==> src/hdl/assert_macros.svh <==
// Assertion helpers used by the top-level RTL file.
`ifndef ASSERT_MACROS_SVH
`define ASSERT_MACROS_SVH

// Clocked property, switched off while reset is held.
`define RSCF_ASSERT(label, clk, rst_n, prop, msg) \
  label: assert property (@(posedge clk) disable iff (!rst_n) (prop)) else $error(msg);

// Clocked property that is checked during reset as well.
`define RSCF_ASSERT_ALWAYS(label, clk, prop, msg) \
  label: assert property (@(posedge clk) (prop)) else $error(msg);

`endif

==> src/hdl/rscf_pkg.sv <==
`default_nettype none

package rscf_pkg;

  localparam int RING_SIZE_DEF    = 48;
  localparam int MAX_CLUSTERS_DEF = 4;

  // Result field widths are fixed by the interface.
  localparam int POS_W     = 6;
  localparam int COUNT_W   = 3;
  localparam int OUT_SLOTS = 4;

  typedef logic [POS_W-1:0]   pos_t;
  typedef logic [COUNT_W-1:0] count_t;

  localparam pos_t INVALID_POS = '1;

  // Outcome of one scan of a sensor word.
  typedef struct packed {
    logic                         fail;
    count_t                       count;
    logic [OUT_SLOTS-1:0][POS_W-1:0] starts;
    logic [OUT_SLOTS-1:0][POS_W-1:0] ends;
  } scan_res_t;

endpackage

`default_nettype wire

==> src/hdl/ring_sensor_cluster_finder.sv <==
// Channel   Ports                                     Transfer when
// input     start, busy, in_sensor_bits               start high and busy low
// result    out_valid, out_cluster_count, out_start_*  out_valid high (one cycle)
//           out_end_*, out_filled_in
// config    cfg_wr_en, cfg_wr_data                    cfg_wr_en high
//
// Every sensor word gives one result: the word is held in the input
// register, then passes through the scan logic into the result
// register. busy stays low, so a word can be transferred every cycle.
// The result path cannot be stalled; each result is shown for one cycle.
// Reset (synchronous, active low) clears the valid flags and sets
// fill-in enable.
`default_nettype none
`include "assert_macros.svh"

module ring_sensor_cluster_finder #(
  parameter int RING_SIZE    = rscf_pkg::RING_SIZE_DEF,
  parameter int MAX_CLUSTERS = rscf_pkg::MAX_CLUSTERS_DEF
) (
  input  wire logic                         clk,
  input  wire logic                         rst_n,
  // Input channel
  input  wire logic                         start,
  output logic                              busy,
  input  wire logic [RING_SIZE-1:0]         in_sensor_bits,
  // Configuration
  input  wire logic                         cfg_wr_en,
  input  wire logic                         cfg_wr_data,
  // Result channel
  output logic                              out_valid,
  output logic [rscf_pkg::COUNT_W-1:0]      out_cluster_count,
  output logic [rscf_pkg::POS_W-1:0]        out_start_a,
  output logic [rscf_pkg::POS_W-1:0]        out_start_b,
  output logic [rscf_pkg::POS_W-1:0]        out_start_c,
  output logic [rscf_pkg::POS_W-1:0]        out_start_d,
  output logic [rscf_pkg::POS_W-1:0]        out_end_a,
  output logic [rscf_pkg::POS_W-1:0]        out_end_b,
  output logic [rscf_pkg::POS_W-1:0]        out_end_c,
  output logic [rscf_pkg::POS_W-1:0]        out_end_d,
  output logic                              out_filled_in
);
  import rscf_pkg::*;

  // Configuration register.
  logic fill_en_r;

  // Input stage.
  logic                 in_valid_r;
  logic [RING_SIZE-1:0] word_r;

  // Result stage.
  logic                            out_valid_r;
  count_t                          count_r;
  logic [OUT_SLOTS-1:0][POS_W-1:0] starts_r;
  logic [OUT_SLOTS-1:0][POS_W-1:0] ends_r;
  logic                            filled_r;

  logic                 accept;
  logic [RING_SIZE-1:0] filled_word;
  scan_res_t            plain_res;
  scan_res_t            fill_res;
  scan_res_t            sel_res;
  logic                 use_fill;

  // The block never holds off a word.
  assign busy   = 1'b0;
  assign accept = start & ~busy;

  always_ff @(posedge clk) begin
    if (!rst_n) begin
      fill_en_r <= 1'b1;
    end else if (cfg_wr_en) begin
      fill_en_r <= cfg_wr_data;
    end
  end

  always_ff @(posedge clk) begin
    if (!rst_n) begin
      in_valid_r <= 1'b0;
    end else begin
      in_valid_r <= accept;
    end
  end

  always_ff @(posedge clk) begin
    if (accept) begin
      word_r <= in_sensor_bits;
    end
  end

  // Fill-in: an off sensor whose two ring neighbors are both on is turned
  // on. The upper neighbor of the last sensor is sensor 0 and the lower
  // neighbor of sensor 0 is the last sensor.
  assign filled_word = word_r |
                       ({word_r[0], word_r[RING_SIZE-1:1]} &
                        {word_r[RING_SIZE-2:0], word_r[RING_SIZE-1]});

  // Both scans run side by side; the filled one is only used when the plain
  // scan finds too many runs and fill-in is enabled.
  rscf_scan #(
    .RING_SIZE    (RING_SIZE),
    .MAX_CLUSTERS (MAX_CLUSTERS)
  ) u_scan_plain (
    .word (word_r),
    .res  (plain_res)
  );

  rscf_scan #(
    .RING_SIZE    (RING_SIZE),
    .MAX_CLUSTERS (MAX_CLUSTERS)
  ) u_scan_fill (
    .word (filled_word),
    .res  (fill_res)
  );

  // A failed scan already reports zero clusters and every position invalid,
  // so a failed retry passes straight through.
  assign use_fill = plain_res.fail & fill_en_r;
  assign sel_res  = use_fill ? fill_res : plain_res;

  always_ff @(posedge clk) begin
    if (!rst_n) begin
      out_valid_r <= 1'b0;
    end else begin
      out_valid_r <= in_valid_r;
    end
  end

  always_ff @(posedge clk) begin
    if (in_valid_r) begin
      count_r  <= sel_res.count;
      starts_r <= sel_res.starts;
      ends_r   <= sel_res.ends;
      filled_r <= use_fill;
    end
  end

  assign out_valid         = out_valid_r;
  assign out_cluster_count = count_r;
  assign out_start_a       = starts_r[0];
  assign out_start_b       = starts_r[1];
  assign out_start_c       = starts_r[2];
  assign out_start_d       = starts_r[3];
  assign out_end_a         = ends_r[0];
  assign out_end_b         = ends_r[1];
  assign out_end_c         = ends_r[2];
  assign out_end_d         = ends_r[3];
  assign out_filled_in     = filled_r;

  // Every transferred word produces its result, through the input and result registers.
  `RSCF_ASSERT(a_result_latency, clk, rst_n, accept |=> ##1 out_valid, "result missing after transfer")

  // No result appears without an earlier transferred word behind it.
  `RSCF_ASSERT(a_no_spurious, clk, rst_n, out_valid |-> $past(accept, 2), "result without transfer")

  // A closed cluster always has a valid end; without one the count is zero.
  `RSCF_ASSERT(a_count_end, clk, rst_n, out_valid |-> ((out_cluster_count == '0) == (out_end_a == INVALID_POS)), "count and first end disagree")

  // The count never reaches the cluster limit.
  `RSCF_ASSERT(a_count_range, clk, rst_n, out_valid |-> (int'(out_cluster_count) < MAX_CLUSTERS), "cluster count out of range")

  // Reset leaves no result pending.
  `RSCF_ASSERT_ALWAYS(a_reset_clear, clk, !rst_n |=> !out_valid, "result strobe after reset")

endmodule

`default_nettype wire

==> src/hdl/rscf_scan.sv <==
`default_nettype none

module rscf_scan #(
  parameter int RING_SIZE    = rscf_pkg::RING_SIZE_DEF,
  parameter int MAX_CLUSTERS = rscf_pkg::MAX_CLUSTERS_DEF
) (
  input  wire logic [RING_SIZE-1:0] word,
  output rscf_pkg::scan_res_t       res
);
  import rscf_pkg::*;

  localparam int CNT_W = $clog2(MAX_CLUSTERS + 1);
  localparam int NSLOT = (MAX_CLUSTERS < OUT_SLOTS) ? MAX_CLUSTERS : OUT_SLOTS;

  logic [RING_SIZE-1:0]    rise_m;
  logic [RING_SIZE-1:0]    end_m;
  logic [RING_SIZE-1:0]    rm;
  logic [RING_SIZE-1:0]    em;
  logic [MAX_CLUSTERS-1:0] rise_found;
  logic [MAX_CLUSTERS-1:0] end_found;
  pos_t                    rise_pos [MAX_CLUSTERS];
  pos_t                    end_pos  [MAX_CLUSTERS];
  logic [CNT_W-1:0]        nfall;
  logic [CNT_W-1:0]        count;
  logic                    closes_open;
  logic                    merges;
  logic                    fail;
  pos_t                    merged_start;

  function automatic pos_t pos_of(input logic [RING_SIZE-1:0] onehot);
    pos_t p;
    p = '0;
    for (int i = 0; i < RING_SIZE; i++) begin
      if (onehot[i]) p = p | POS_W'(i);
    end
    return p;
  endfunction

  // A run starts where a bit is set and its lower neighbor is clear, and
  // ends where a bit is set and its upper neighbor is clear. The top bit
  // never closes a run inside the scan.
  assign rise_m = word & ~{word[RING_SIZE-2:0], 1'b0};
  assign end_m  = word & ~{1'b1, word[RING_SIZE-1:1]};

  // Peel off the lowest edge once per cluster slot.
  always_comb begin
    rm = rise_m;
    em = end_m;
    for (int k = 0; k < MAX_CLUSTERS; k++) begin
      rise_found[k] = |rm;
      rise_pos[k]   = pos_of(rm & ~(rm - RING_SIZE'(1)));
      rm            = rm & (rm - RING_SIZE'(1));
      end_found[k]  = |em;
      end_pos[k]    = pos_of(em & ~(em - RING_SIZE'(1)));
      em            = em & (em - RING_SIZE'(1));
    end
  end

  always_comb begin
    nfall = '0;
    for (int k = 0; k < MAX_CLUSTERS; k++) begin
      nfall = nfall + CNT_W'(end_found[k]);
    end
  end

  assign closes_open = word[RING_SIZE-1] & ~word[0];
  assign merges      = word[RING_SIZE-1] & word[0];
  assign fail        = end_found[MAX_CLUSTERS-1] |
                       (closes_open & ((int'(nfall) + 1) >= MAX_CLUSTERS));
  assign count       = nfall + CNT_W'(closes_open);

  always_comb begin
    merged_start = rise_pos[0];
    for (int j = 0; j < MAX_CLUSTERS; j++) begin
      if (CNT_W'(j) == nfall) merged_start = rise_pos[j];
    end
  end

  always_comb begin
    res.fail   = fail;
    res.count  = fail ? '0 : COUNT_W'(count);
    res.starts = {OUT_SLOTS{INVALID_POS}};
    res.ends   = {OUT_SLOTS{INVALID_POS}};
    if (!fail) begin
      for (int k = 0; k < NSLOT; k++) begin
        if (rise_found[k]) res.starts[k] = rise_pos[k];
        if (end_found[k]) begin
          res.ends[k] = end_pos[k];
        end else if (closes_open && (CNT_W'(k) == nfall)) begin
          res.ends[k] = POS_W'(RING_SIZE - 1);
        end
      end
      if (merges) res.starts[0] = merged_start;
    end
  end

endmodule

`default_nettype wire

==> config.mk <==
export PLATFORM = sky130hd
export DESIGN_NAME = ring_sensor_cluster_finder
export DESIGN_NICKNAME = d
export VERILOG_FILES = /design/src/hdl/rscf_pkg.sv /design/src/hdl/ring_sensor_cluster_finder.sv /design/src/hdl/rscf_scan.sv
export VERILOG_INCLUDE_DIRS = /design/src /design/src/hdl
export SDC_FILE = /design/constraint.sdc
export NUM_CORES = 1
export LEC_CHECK = 0
export ABC_AREA = 1
export BUFFER_PORTS_ARGS = -buffer_cell sky130_fd_sc_hd__buf_2
export CAP_MARGIN = 40
export CORE_MARGIN = 1
export CORE_UTILIZATION = 31
export CTS_CLUSTER_SIZE = 30
export DETAILED_ROUTE_END_ITERATION = 10
export GPL_ROUTABILITY_DRIVEN = 1
export SLEW_MARGIN = 20
export SYNTH_ARGS = -nofsm -noshare
export SYNTH_HDL_FRONTEND = slang
export SYNTH_SLANG_ARGS = --single-unit
export TNS_END_PERCENT = 10
==> constraint.sdc <==
create_clock -name clk -period 5.9 [get_ports clk]
set_clock_uncertainty 0.15 [all_clocks]
set_input_delay 0.59 -clock clk [delete_from_list [all_inputs] [get_ports clk]]
set_output_delay 0.59 -clock clk [all_outputs]
set_load 0.01 [all_outputs]
; ---- Yosys cells after proc, flatten, opt, wreduce, memory -nomap -nowiden
; Index checks and enable logic that the tools add are counted.
[op_classes]
n_reduce_logical = 26
bitwise = 65
add_sub_neg = 26
eq_ne = 7
magnitude_cmp = 2
mux = 825
[op_table]
columns = cell, n
row1 = $mux 6, 314
row2 = $and 48x48->48, 33
row3 = $mux 5, 264
row4 = $not 48->48, 20
row5 = $reduce_or 48->1, 16
row6 = $sub 48x1->48 const B, 16
row7 = $mux 4, 128
row8 = $mux 3, 66
row9 = $mux 48, 2
row10 = $ge 32x4->1 const B, 2
row11 = $mux 2, 32
row12 = $mux 51, 1
row13 = $or 48x48->48, 1
row14 = $add 3x1->3, 6
row15 = $mux 1, 18
row16 = $eq 2x3->1 const A, 4
row17 = $add 3x1->4 const B, 2
row18 = $logic_and 1x1->1, 8
row19 = $and 1x1->1, 7
row20 = $eq 1x3->1 const A, 2
row21 = $logic_not 3->1, 2
row22 = $add 1x1->2, 2
row23 = $ne 2x1->1 const B, 1
row24 = $not 1->1, 2
row25 = $or 1x1->1, 2
[word_totals]
word_cells = 965
input_bits = 53
ff_bits = 103
output_inout_bits = 54

; ---- Longest topological paths before layout
; Gate-level depths: netlist (run 1).
[depth]
word_depth = 65
ltp_mapped = 41
ltp_nobuf = 41

; ---- Cells and area by module
; A second synthesis (run 1) with hierarchy kept.
[unflattened]
hier_cells = 5451
area_unflattened_um2 = 26820.7
[by_module_without_submodules]
columns = module, cells_each, n_inst, seq_area_each_um2, area_per_inst_um2
row1 = rscf_scan (u_scan_fill), 2603, 1, 0.0, 11542.3
row2 = rscf_scan (u_scan_plain), 2515, 1, 0.0, 10978.0
row3 = ring_sensor_cluster_finder, 333, 1, 3062.9, 4300.4

; ---- Worst setup path before layout (run 1)
; Ideal clock, no wire load.
[synth_timing]
path_type = reg2reg
start = register word_r[4]
end = register starts_r (netlist bit out_start_a[0]), data pin
required_ns = 5.501
setup_time_ns = 0.249
arrival_ns = 4.916
n_path_buf = 0
setup_slack_ns = 0.585
period_less_slack_ns = 5.315
path_stages_with_launch = 40
cell_sequence = edfxtp_1 inv_2 nor2_1 nand2_2 nand2_2 nor2_2 nand2_2 nand2_1 nand2_2 inv_2 nand2_1 nor2_2 nand2_1 nand2_2 nand2_1 nor2_1 nand2_1 nor2_4 (+4 left out) nand2_1 nor2_1 nand2_1 nor4_1 fa_1 inv_1 ha_1 inv_1 nor3_1 inv_1 o21ai_0 inv_1 a21oi_1 a21oi_1 nand2_1 nand2_1 nand2_1 inv_1
[synth_lines]
columns = element, line_no
row1 = from (decl), ring_sensor_cluster_finder.sv:49  ; logic [RING_SIZE-1:0] word_r;
row2 = from (signal assigned), ring_sensor_cluster_finder.sv:87  ; word_r <= in_sensor_bits;
row3 = to (signal assigned), ring_sensor_cluster_finder.sv:132  ; starts_r <= sel_res.starts;
row4 = to (decl), ring_sensor_cluster_finder.sv:54  ; logic [OUT_SLOTS-1:0][POS_W-1:0] starts_r;

==> flow_metrics.tcl, run 1 <==
set metrics [dict create \
    ys_types 72 \
    vias 35056 \
    synth.mux.area_fraction_pct 0 \
    irDropWorstVdd_mv 0.161 \
    dpl.hpwl_um 112000 \
    fmax_mhz 163 \
    grt-busiest-layer "met2" \
    htreeDepth 3 \
    slew_headroom_pct 34.2 \
    violations "negative setup slack" \
    overflow 0 \
    critPathKind "flop to flop" \
    worst_path_most_repeated_cell "nand2_2" \
    yosysMostFrequentCell "nand2_1" \
    synth_top_area_share_pct 26.6 \
    syn_to_final_growth_pct 47.8 \
    min_path_cells 1 \
    place_congestion 1.04 \
    cts_tree "built" \
    antenna_violating_nets_post_route 0 \
    gr-usage-all-layers_pct 32.6 \
    synthXorXnorAreaFrac_pct 0 \
    path_delay_family "simple AND/OR/NAND/NOR gates" \
    worstPathRequired_ps 5910 \
    async_reset_ff_share_pct 0 \
    max_stage_delay_ps 430 \
    cp_data_arrival_time_ps 6160 \
    min_to "word_r[47]" \
    netlist_top_cells_area "nand2_1, nor2_1, inv_1, edfxtp_1, nand3_1" \
    ys_ff_latch 99 \
    synth.largest_area_cell "nand2_1" \
    p_leak_nw 20.9 \
    grt_pass1_wl_um 195000 \
    synth_compound_gate_area_share_pct 9.13 \
    clockRootBuffer "clkbuf_16" \
    finalWorstSetupSlack_ps -250 \
    ctsHoldBuffers 0 \
    crit_fanout 7 \
    p_seq_share_pct 15.1 \
    p_clk_share_pct 12.1 \
    status "finished, violations left" \
    finish.utilization_pct 46.5 \
    synth_nets 4913 \
    die-area_mm2 0.0784 \
    combPwrFrac_pct 72.9 \
    cts.reportedPaths.clkPinSlew_ps 90 \
    chipHeight_um 280 \
    cp-end-kind "flop" \
    p_int_mw 2.79 \
    yosys_warnings 0 \
    antenna_found_initial 5 \
    layout-drive-gt1-share_pct 29.7 \
    p_switching_mw 3.07 \
    synthSimpleGateAreaFrac_pct 63.6 \
    rr_worst_depth 43 \
    die-width_um 280 \
    synth_adder_area_share_pct 0.752 \
    hold_viol 0 \
    fp-row-count 101 \
    grt.met1_usage_pct 41.3 \
    critPathSlowestCell "edfxtp_1" \
    wl_um 131000 \
    min_path_type "primary input to flop" \
    startpoint "word_r[0]" \
    use_met2_pct 55.1 \
    cts_buffers 9 \
    yosys_most_used_dff "edfxtp_1" \
    setup.worst_path.start_class "flop" \
    power_mw 5.86 \
    fin_crit_sh_pct 104 \
    drt_first_pass_iters 7 \
    drv_cap 0 \
    grt_pass1_vias 33839 \
    start_util_pct 31.4 \
    seq_area_frac_synth_pct 12.3 \
    synth_edf_count 96 \
    clk_latency_ps 420 \
    wl_per_cell_um 18.9 \
    clockBufferDepth 2 \
    grt_max_degree 50 \
    grt_setup_unrepaired "yes" \
    diodes 0 \
    setup_viol 47 \
    synthCells 4848 \
    switching_share_pct 52.4 \
    nets 5936 \
    regToRegEndpoint "out_start_a[3]" \
    worst-path-buf-inv 13 \
    io_pins 107 \
    drt_iter0_drc 3194 \
    worstMarginPinSlew_ps 984 \
    power_density_mw_per_mm2 166 \
    coreArea_mm2 0.0762 \
    postSynthAreaPerCell_um2 4.94 \
    clkSinkCount 99 \
    portBuffers 105 \
    grt_use_met3_pct 3.43 \
    min_period_ps 6150 \
    syn_area_mm2 0.0240 \
    synth_common_cells "nand2_1, nor2_1, inv_1" \
    drc 0 \
    worstHoldStart "in_sensor_bits[47]" \
    r2r-start "word_r[0]" \
    vias_per_cell 5.08 \
    maxSlewViolCount 0 \
    synth_top_family_by_area "simple AND/OR/NAND/NOR gates" \
    rrSetupSlack_ps -250 \
]
==> sequential cells by signal, summed over array words and instances, names as in the netlist <==
| name | flops |
|---|---|
| out_start_c | 6 |
| word_r | 48 |
| out_end_a | 6 |
| out_filled_in | 1 |
| out_end_b | 6 |
| out_valid | 1 |
| out_end_d | 2 |
| out_cluster_count | 3 |
| out_start_a | 6 |
| out_start_d | 6 |
| out_start_b | 6 |
| in_valid_r | 1 |
| out_end_c | 6 |
| fill_en_r | 1 |
==> metrics by stage <==
stage / area (um2) / std cells / hold WS, ps / setup WS, ps / setup TNS, ps
after floorplan: 24000 / 4848 / 313 / 585 / 0
after global placement: 31600 / 6728 / 385 / -1130 / -48190
after detailed placement: 31700 / 6733 / 391 / -814 / -31390
after CTS: 34100 / 6850 / 186 / -31.6 / -208
after global routing: 35400 / 6906 / 192 / -601 / -23590
final: 35400 / 6906 / 199 / -250 / -8630
==> cell type report <==
| class | instances | area [um2] |
|---|---|---|
| multi-input combinational | 3858 | 19700 |
| fill | 8304 | 40800 |
| timing repair buffer | 1026 | 7880 |
| tap | 1030 | 1290 |
| clock inverter | 6 | 77.6 |
| inverter | 877 | 3310 |
| clock buffer | 10 | 239 |
| sequential | 99 | 2940 |
==> how the worst max path moves through the flow <==
stage / to / cells past startpoint
2_1_floorplan: out_start_a[0] / 39
3_3_place_gp: out_end_b[1] / 39
3_5_place_dp: out_end_b[0] / 40
4_1_cts: out_end_c[3] / 40
5_1_grt: out_start_a[5] / 43
6_report: out_start_a[3] / 43
==> worst register-to-register path, delay by kind of cell, from the launching register on <==
family,cells,cell delay (ps)
buffers and inverters,13,1480
DFF,1,430
adders and majority gates,3,700
and+or+nand+nor,27,3160
==> cell usage in the layout, fill, tap and decap left out, types with 16 or more instances in the layout <==
| cell | instances |
|---|---|
| a21oi_1 | 60 |
| a31oi_1 | 16 |
| buf_12 | 25 |
| buf_2 | 106 |
| buf_4 | 865 |
| buf_6 | 24 |
| edfxtp_1 | 96 |
| inv_1 | 791 |
| inv_2 | 79 |
| nand2_1 | 1489 |
| nand2_2 | 196 |
| nand2_4 | 59 |
| nand3_1 | 344 |
| nand3_2 | 33 |
| nand3b_1 | 25 |
| nand4_1 | 112 |
| nor2_1 | 765 |
| nor2_2 | 136 |
| nor2_4 | 99 |
| nor3_1 | 117 |
| nor3_2 | 16 |
| nor4_1 | 56 |
| o2111ai_1 | 23 |
| o211ai_1 | 16 |
| o21ai_0 | 92 |
| o21ai_1 | 21 |
| o21ai_2 | 16 |
| o22ai_1 | 23 |
==> cell families after synthesis <==
kind of cell | count (synthesis)
AO/OA/AOI/OAI | 344
other | 2
buffers and inverters | 891
AND/OR/NAND/NOR | 3500
flip-flops | 99
adder cells (fa/ha/maj) | 12
==> layer usage <==
metal	vias up	routed length (um)
met2	1317	60100
met1	16041	55400
met5	-	14
met3	259	8530
met4	2	6490
li1	17437	-
==> power by group through the flow <==
stage | Clock, mW | Sequential [mW] | Combinational, mW
floorplan | 0 | 0.889 | 2.05
global placement | 0 | 0.899 | 3.67
detailed placement | 0 | 0.899 | 3.67
CTS | 0.718 | 0.885 | 3.99
global route | 0.728 | 0.889 | 4.64
finish | 0.707 | 0.885 | 4.27
==> what timing repair did <==
item / CTS / global route
setup buffers: 101 / 56
cloned: 1 / 0
resized for setup: 371 / 240
pin swaps: 142 / 149
endpoints found under the setup margin: 47 / 47
Note: power is estimated with default switching activity, not from simulation.
==> run 2: changes to the inputs <==
Settings changed: SKIP_CTS_REPAIR_TIMING set to 1.
==> run 2 against run 1 <==
  * The flow still finishes with violations (negative setup slack)
  * Critical path depth down 6
  * Cell area down 2.3%
  * Flip-flop and latch count unchanged
  * Combinational power down 2%
  * Worst hold slack better by 1.0 ps
  * Critical endpoint is now out_end_c[3]
  * Largest cell class unchanged
==> flow_metrics.tcl, run 2 (same netlist as run 1, synthesis figures left out) <==
set metrics [dict create \
    status "finished, violations left" \
    chipHeight_um 280 \
    start_util_pct 31.4 \
    critPathKind "flop to flop" \
    antenna_violating_nets_post_route 0 \
    pre_cts_ws_ps -814 \
    worstMarginPinSlew_ps 992 \
    path_delay_family "simple AND/OR/NAND/NOR gates" \
    critPathSlowestCell "edfxtp_1" \
    fp-row-count 101 \
    irDropWorstVdd_mv 0.162 \
    p_leak_nw 20.5 \
    cp_data_arrival_time_ps 6020 \
    coreArea_mm2 0.0762 \
    cts.reportedPaths.clkPinSlew_ps 90 \
    largest_reg_flops 48 \
    wl_per_cell_um 18.8 \
    min_period_ps 6000 \
    vias_per_cell 5.08 \
    die-area_mm2 0.0784 \
    min_path_type "primary input to flop" \
    drt_first_pass_iters 7 \
    finalWorstSetupSlack_ps -101 \
    io_pins 107 \
    worstPathRequired_ps 5920 \
    cts_tree "built" \
    violations "negative setup slack" \
    whs_ps 200 \
    gr-usage-all-layers_pct 31.8 \
    clk_latency_ps 420 \
    worst-path-buf-inv 9 \
    die-width_um 280 \
    max_stage_delay_ps 490 \
    grt_pass1_wl_um 190000 \
    antenna_found_initial 6 \
    fmax_mhz 167 \
    overflow 0 \
    drt_iter0_drc 2947 \
    slew_headroom_pct 33.3 \
    wl_um 129000 \
    regMostFlops "word_r" \
    grt_max_degree 50 \
    grt_setup_unrepaired "yes" \
    final_cell_mix "nand2_1, buf_4, inv_1" \
    worst_path_most_repeated_cell "nor2_4" \
    portBuffers 105 \
    wl_met2_um 59100 \
    htreeDepth 3 \
    syn_to_final_growth_pct 44.5 \
    maxSlewViolCount 0 \
    power_density_mw_per_mm2 166 \
    dpl.hpwl_um 112000 \
    drv_cap 0 \
    routed.top_layer "met5" \
    nets 5871 \
    layout-drive-gt1-share_pct 28.6 \
    clockBufferDepth 2 \
    fillers 8438 \
    crit_fanout 6 \
    setup_viol 39 \
    clockRootBuffer "clkbuf_16" \
    fin_crit_sh_pct 102 \
    setup.worst_path.start_class "flop" \
    grt_pass1_vias 32716 \
    wl_met1_um 55600 \
    place_congestion 1.04 \
    vias 34784 \
    hold_viol 0 \
    clkSinkCount 99 \
    cp-end-kind "flop" \
    drc 0 \
    wl_met3_um 7670 \
    final_common_cell "nand2_1" \
    diodes 0 \
    cts_buffers 9 \
]
==> run 2: cell count changes in the layout (fill, tap and decap cells not counted), sizes merged <==
cell,previous run,this run
clkbuf,11,10
buf,1022,958
==> run 2: worst reg2reg max path, delay by kind of cell, from the launching register on <==
kind	cells	cell delay, ps
fa+ha+maj	3	700
simple gates	23	2870
compound gates	2	310
buf+inv	9	1230
flops	1	490
==> run 2: worst paths after layout <==
path | from | end | slack [ps] | cells after the start
worst max-delay path | word_r[5] | out_end_c[3] | -100 | 37
worst min-delay path | in_sensor_bits[47] | word_r[47] | 200 | 1
worst max register to register | word_r[5] | out_end_c[3] | -100 | 37
worst min register to register | fill_en_r | fill_en_r | 440 | 2
==> run 2: power breakdown <==
group          total, mW  leakage [nW]  internal, mW  switching, mW
sequential         0.885         0.964         0.829         0.0553
clock              0.708         0.153         0.350          0.358
combinational       4.17          19.4          1.54           2.63
total               5.76          20.5          2.72           3.04
==> run 2: per-layer routing <==
metal | track usage, % | vias up
li1 | - | 17296
met1 | 40.8 | 15936
met2 | 53.8 | 1279
met3 | 3.28 | 267
met4 | 13.9 | 6
met5 | 0 | -
==> run 2: per-stage QoR <==
stage	instance area, um2	cells	utilization (%)	setup TNS, ps	power [mW]
floorplan	24000	4848	-	0	2.94
global placement	31600	6728	41.5	-48190	4.57
detailed placement	31700	6733	41.5	-31390	4.57
CTS	32000	6749	42.0	-32160	5.29
global route	34600	6841	45.4	-13980	6.14
finish	34600	6841	45.4	-1600	5.76
==> run 2: area by class of cell <==
class | instances | area [um2] | area share, %
clock buffers | 10 | 239 | 0.691
clock inverters | 6 | 77.6 | 0.224
inverters | 877 | 3330 | 9.62
multi-input cells | 3858 | 19400 | 56.2
flip-flops and latches | 99 | 2940 | 8.51
well taps | 1030 | 1290 | 3.72
repair buffers | 961 | 7280 | 21.0
